===== config.mk =====
export PLATFORM = sky130hd
export DESIGN_NAME = lhrb_diag
export DESIGN_NICKNAME = d
export VERILOG_FILES = /design/src/rtl/lhrb_pkg.sv /design/src/rtl/lhrb_diag.sv
export SDC_FILE = /design/constraint.sdc
export NUM_CORES = 2
export LEC_CHECK = 0
export BUFFER_PORTS_ARGS = -buffer_cell sky130_fd_sc_hd__buf_2
export CORE_ASPECT_RATIO = 0.9
export CORE_MARGIN = 5
export CORE_UTILIZATION = 60
export DETAILED_ROUTE_END_ITERATION = 16
export PLACE_DENSITY = 0.77
export SYNTH_ARGS = -nofsm -noshare
export SYNTH_HDL_FRONTEND = slang
export SYNTH_SLANG_ARGS = --single-unit

===== constraint.sdc =====
create_clock -name i_clk -period 26.3 [get_ports i_clk]
set_input_delay 1.315 -clock i_clk [delete_from_list [all_inputs] [get_ports i_clk]]
set_output_delay 1.315 -clock i_clk [all_outputs]
set_load 0.03 [all_outputs]

===== src/rtl/lhrb_pkg.sv =====
// ----------------------------------------------------------------------------
// lhrb_pkg
// Shared types and constants of the lattice Hamiltonian row builder.
// ----------------------------------------------------------------------------
package lhrb_pkg;

    localparam int PAT_W  = 32;
    localparam int SLOT_W = 12;
    localparam int VAL_W  = 48;
    localparam int COEF_W = 24;
    localparam int STAG_W = 7;
    localparam int SC_W   = 6;
    localparam int BC_W   = 13;
    localparam int CIDX_W = 3;

    localparam logic [CIDX_W-1:0] CFG_SITE_COUNT    = 3'd0;
    localparam logic [CIDX_W-1:0] CFG_BASIS_COUNT   = 3'd1;
    localparam logic [CIDX_W-1:0] CFG_ONSITE_COEF   = 3'd2;
    localparam logic [CIDX_W-1:0] CFG_COUPLING_COEF = 3'd3;
    localparam logic [CIDX_W-1:0] CFG_HOP_COEF      = 3'd4;

    localparam logic KIND_LOAD = 1'b0;
    localparam logic KIND_ROW  = 1'b1;

    typedef struct packed {
        logic                     done;
        logic signed [STAG_W-1:0] stag;
        logic signed [VAL_W-1:0]  value;
    } t_diag_res;

endpackage


===== src/rtl/lhrb_diag.sv =====
// ----------------------------------------------------------------------------
// lhrb_diag
// Diagonal energy: walks the sites one a cycle, then two multiplies and a sum.
// ----------------------------------------------------------------------------
module lhrb_diag
    import lhrb_pkg::*;
(
    input  logic                     i_clk,
    input  logic                     i_rst_n,
    input  logic                     i_start,
    input  logic [PAT_W-1:0]         i_pat,
    input  logic [SC_W-1:0]          i_sites,
    input  logic signed [COEF_W-1:0] i_h,
    input  logic signed [COEF_W-1:0] i_v,
    output t_diag_res                o_res
);

    typedef enum logic [3:0] {
        D_IDLE = 4'b0001,
        D_RUN  = 4'b0010,
        D_MUL  = 4'b0100,
        D_SUM  = 4'b1000
    } t_dstate;

    t_dstate r_state, n_state;
    logic                     r_done, n_done;
    logic [SC_W-1:0]          r_i, n_i;
    logic [PAT_W-1:0]         r_pat, n_pat;
    logic [SC_W-1:0]          r_l, n_l;
    logic signed [6:0]        r_a, n_a;
    logic signed [10:0]       r_b, n_b;
    logic signed [17:0]       r_ch, n_ch;
    logic signed [6:0]        r_pre, n_pre;
    logic signed [30:0]       r_pa;
    logic signed [42:0]       r_pd;
    logic signed [VAL_W-1:0]  r_val;

    logic                     bit_s;
    logic                     in_pair;
    logic signed [7:0]        coef_b;
    logic signed [6:0]        coef_c;
    logic signed [13:0]       term_c;
    logic signed [18:0]       diff;

    always_comb begin
        bit_s   = r_pat[r_i[4:0]];
        in_pair = (7'(r_i) + 7'd2) <= 7'(r_l);
        coef_b  = $signed(8'(r_l >> 1)) - $signed(8'((7'(r_i) + 7'd1) >> 1));
        coef_c  = $signed(7'(r_l)) - 7'sd1 - $signed(7'(r_i));
        term_c  = coef_c * r_pre;
        diff    = 19'(r_ch) - 19'(r_b);
    end

    always_comb begin
        n_state = r_state;
        n_done  = r_done;
        n_i     = r_i;
        n_pat   = r_pat;
        n_l     = r_l;
        n_a     = r_a;
        n_b     = r_b;
        n_ch    = r_ch;
        n_pre   = r_pre;
        case (r_state)
            D_IDLE: begin
                if (i_start) begin
                    n_done  = 1'b0;
                    n_pat   = i_pat;
                    n_l     = i_sites;
                    n_i     = '0;
                    n_a     = '0;
                    n_b     = '0;
                    n_ch    = '0;
                    n_pre   = '0;
                    n_state = (i_sites == '0) ? D_MUL : D_RUN;
                end
            end
            D_RUN: begin
                n_a = (bit_s ^ r_i[0]) ? r_a - 7'sd1 : r_a + 7'sd1;
                if (in_pair) begin
                    n_b   = bit_s ? r_b + 11'(coef_b) : r_b - 11'(coef_b);
                    n_ch  = bit_s ? r_ch + 18'(term_c) : r_ch - 18'(term_c);
                    n_pre = bit_s ? r_pre + 7'sd1 : r_pre - 7'sd1;
                end
                n_i = r_i + 6'd1;
                if (7'(r_i) + 7'd1 >= 7'(r_l)) begin
                    n_state = D_MUL;
                end
            end
            D_MUL: begin
                n_state = D_SUM;
            end
            D_SUM: begin
                n_done  = 1'b1;
                n_state = D_IDLE;
            end
            default: begin
                n_state = D_IDLE;
            end
        endcase
    end

    always_ff @(posedge i_clk) begin
        if (!i_rst_n) begin
            r_state <= D_IDLE;
            r_done  <= 1'b0;
        end else begin
            r_state <= n_state;
            r_done  <= n_done;
        end
        r_i   <= n_i;
        r_pat <= n_pat;
        r_l   <= n_l;
        r_a   <= n_a;
        r_b   <= n_b;
        r_ch  <= n_ch;
        r_pre <= n_pre;
        if (r_state == D_MUL) begin
            r_pa <= i_h * r_a;
            r_pd <= i_v * diff;
        end
        if (r_state == D_SUM) begin
            r_val <= VAL_W'(r_pa) + VAL_W'(r_pd);
        end
    end

    assign o_res.done  = r_done;
    assign o_res.stag  = r_a;
    assign o_res.value = r_val;

endmodule


==> results.py <==
metrics = {
    "place": {
        "gp_congestion": 0.949,
        "place_hpwl_mm": 66.5,
        "port_buffers": 144,
    },
    "logic_synthesis": {
        "ys_seq_area_share_pct": 17.0,
        "async_flop_share_pct": 0,
        "ys_types": 72,
        "syn_area_per_cell_um2": 9.64,
        "synth_top_family_by_area": "adder cells",
        "synthMuxAreaShare_pct": 0.788,
        "synthTopCellsByArea": "fa_1 (34%), edfxtp_1 (17%), ha_1 (11%), inv_1 (7.4%), and2_1 (4.4%)",
        "synth_top_area_share_pct": 34.1,
        "synth-adder-area-share_pct": 45.6,
        "syn_area_um2": 36700,
        "synth-simple-area-share_pct": 15.1,
        "yosys_warnings": 0,
        "synth_edf_count": 205,
        "syn-num-nets": 4857,
        "yosysTopAreaCell": "fa_1",
        "ys_ff_latch": 210,
        "synth_compound_gate_area_share_pct": 8.07,
        "synthFlopType": "edfxtp_1",
        "synth_xor_area_share_pct": 4.74,
        "syn_inst": 3806,
    },
    "sta": {
        "worst-slew-pin-transition_ps": 1130,
        "period_needed_ps": 9390,
        "relSlewSlack_pct": 24.3,
        "hold_viol_final": 0,
        "tns_ps": 0,
        "setup_viol": 0,
        "max_freq_ghz": 0.107,
        "rsz0062_at_grt": "false",
        "report.final.slew_viol_count": 0,
        "finClkSkew_ps": 18.0,
        "min_period_over_period_pct": 35.7,
    },
    "drt": {
        "viasPerCell": 5.62,
        "postRouteAntennaNets": 0,
        "first_iter_violations": 1844,
        "routedWlPerCell_um": 17.8,
        "routed_wl_mm": 83.7,
        "dr.pass1.iters": 6,
        "drc": 0,
        "vias": 26300,
    },
    "setup_path": {
        "cp_num_buf_inv": 6,
        "cp_slowest_cell": "a311o_1",
        "path_max_fanout": 24,
        "worstSetupStartpointType": "flip-flop",
        "crit_arrival_ps": 9670,
        "crit_required_ps": 26580,
        "crit_type": "reg -> reg",
        "path_common_cell": "fa_1",
        "max_stage_delay_ps": 780,
        "cp-end-kind": "flip-flop",
        "critPathTopFamily": "adder cells",
    },
    "global_routing": {
        "grt_pass1_wl_mm": 140,
        "antenna_found_initial": 2,
        "grt_usage_pct": 25.8,
        "grt_overflow": 0,
        "grt_pass1_vias": 27500,
        "grt_max_degree": 77,
    },
    "floorplanning": {
        "dieWidth_um": 271,
        "pin_count": 145,
        "coreArea_um2": 60900,
        "start_util_pct": 60.3,
        "die_h_um": 245,
        "dieArea_um2": 66200,
        "placementRows": 86,
    },
    "clocking": {
        "cts_buffers": 24,
        "cts_resized": 0,
        "cts-root-buf": "clkbuf_16",
        "cts_setup_buffers": 0,
        "ctsHoldBuffers": 0,
        "cts_buffer_depth": 3,
        "clock-sinks": 210,
        "cts-htree-levels": 1,
        "cts_tree": "yes",
        "path_clk_slew_ps": 70,
        "clk_latency_ps": 540,
    },
    "min_path": {
        "hp-class": "reg -> reg",
    },
    "flow_run": {
        "drv_cap": 0,
    },
    "run_status": {
        "status": "finished, final reports clean",
    },
    "finish": {
        "drive_gt1_share_pct": 6.52,
        "nets": 4930,
        "area_growth_pct": 6.34,
    },
}
## cell type report
cell class	instances	area, um2
multi-input combinational	2753	27400
antenna	1	2.50
clock buffer	28	616
timing repair buffer	170	916
tap	792	991
fill	4943	21900
inverter	720	2700
sequential	210	6260
clock inverter	14	149
## cell usage in the layout, fill, tap and decap left out, types with 86 or more instances in the layout
cell	n
nor2_1	179
edfxtp_1	205
a21oi_1	129
buf_2	144
ha_1	337
nand2_1	409
o21ai_0	86
fa_1	625
inv_1	720
and2_1	260
xnor2_1	136
## worst paths after layout
path	startpoint	endpoint	slack, ps	depth (start not counted)
worst max-delay path	r_b[1]$_SDFFCE_PN0P_	r_pd[41]$_DFFE_PP_	16910	32
worst min-delay path	r_done$_SDFFE_PN0P_	r_done$_SDFFE_PN0P_	510	2
worst max register to register	r_b[1]$_SDFFCE_PN0P_	r_pd[41]$_DFFE_PP_	16910	32
worst min register to register	r_done$_SDFFE_PN0P_	r_done$_SDFFE_PN0P_	510	2
## sequential cells by signal, indices dropped and copies added, names as in the netlist
name     count
r_a          7
r_val       44
r_pa        31
r_b         11
r_state      4
r_done       1
r_l          6
r_pat       32
r_ch        18
r_pd        43
r_pre        7
r_i          6
## worst reg2reg max path, delay by kind of cell (launching register included)
family / cells / cell delay [ps]
buffers and inverters: 6 / 370
and+or+nand+nor: 4 / 690
DFF: 1 / 440
adders and majority gates: 9 / 3970
xor gates and xnor gates: 1 / 160
AOI/OAI and AO/OA: 12 / 3520
## per-stage QoR
stage               setup slack, ps  hold WS, ps  utilization (%)  instances  area [um2]
floorplan                     16770          480                -       3806       36700
global placement              17110          491             62.8       4645       38300
detailed placement            17010          508             62.8       4645       38300
CTS                           16970          522             64.1       4687       39000
global route                  16310          562             64.1       4687       39000
finish                        16910          511             64.1       4688       39000
## cell families (layout without fill, tap and decap cells)
kind of cell | after synthesis | after routing
buffers and inverters | 843 | 932
xor gates and xnor gates | 197 | 197
and+or+nand+nor | 1120 | 1120
other | 0 | 1
muxes | 15 | 15
DFF | 210 | 210
AOI/OAI and AO/OA | 459 | 459
adders and majority gates | 962 | 962
## cell usage after synthesis (5+ instances only)
library cell,count
a211oi_1,15
a21boi_0,8
a21o_1,54
a21oi_1,131
a31oi_1,20
and2_1,260
and3_1,14
buf_1,9
buf_4,5
clkbuf_1,107
dfxtp_1,5
edfxtp_1,205
fa_1,625
ha_1,337
inv_1,720
mux4_2,10
nand2_1,409
nand2b_1,51
nand3_1,31
nand3b_1,15
nand4_1,12
nor2_1,179
nor2b_1,55
nor3_1,37
nor3b_1,18
nor4_1,5
nor4b_1,7
o2111ai_1,8
o211ai_1,11
o21a_1,28
o21ai_0,87
o21bai_1,29
o22ai_1,8
o31ai_1,11
or2_2,10
or3_1,5
xnor2_1,145
xor2_1,51
## metal layers
| metal | global-route usage, % | vias to the layer above | wire, um |
|---|---|---|---|
| li1 | - | 12200 | - |
| met1 | 35.3 | 13100 | 35000 |
| met2 | 43.5 | 862 | 40000 |
| met3 | 5.41 | 137 | 6700 |
| met4 | 5.33 | 2 | 1930 |
| met5 | 0 | - | 12 |
Power is left out: the tool's default activity adds up to more than one toggle a clock period on the data nets, which glitch-free logic cannot reach.
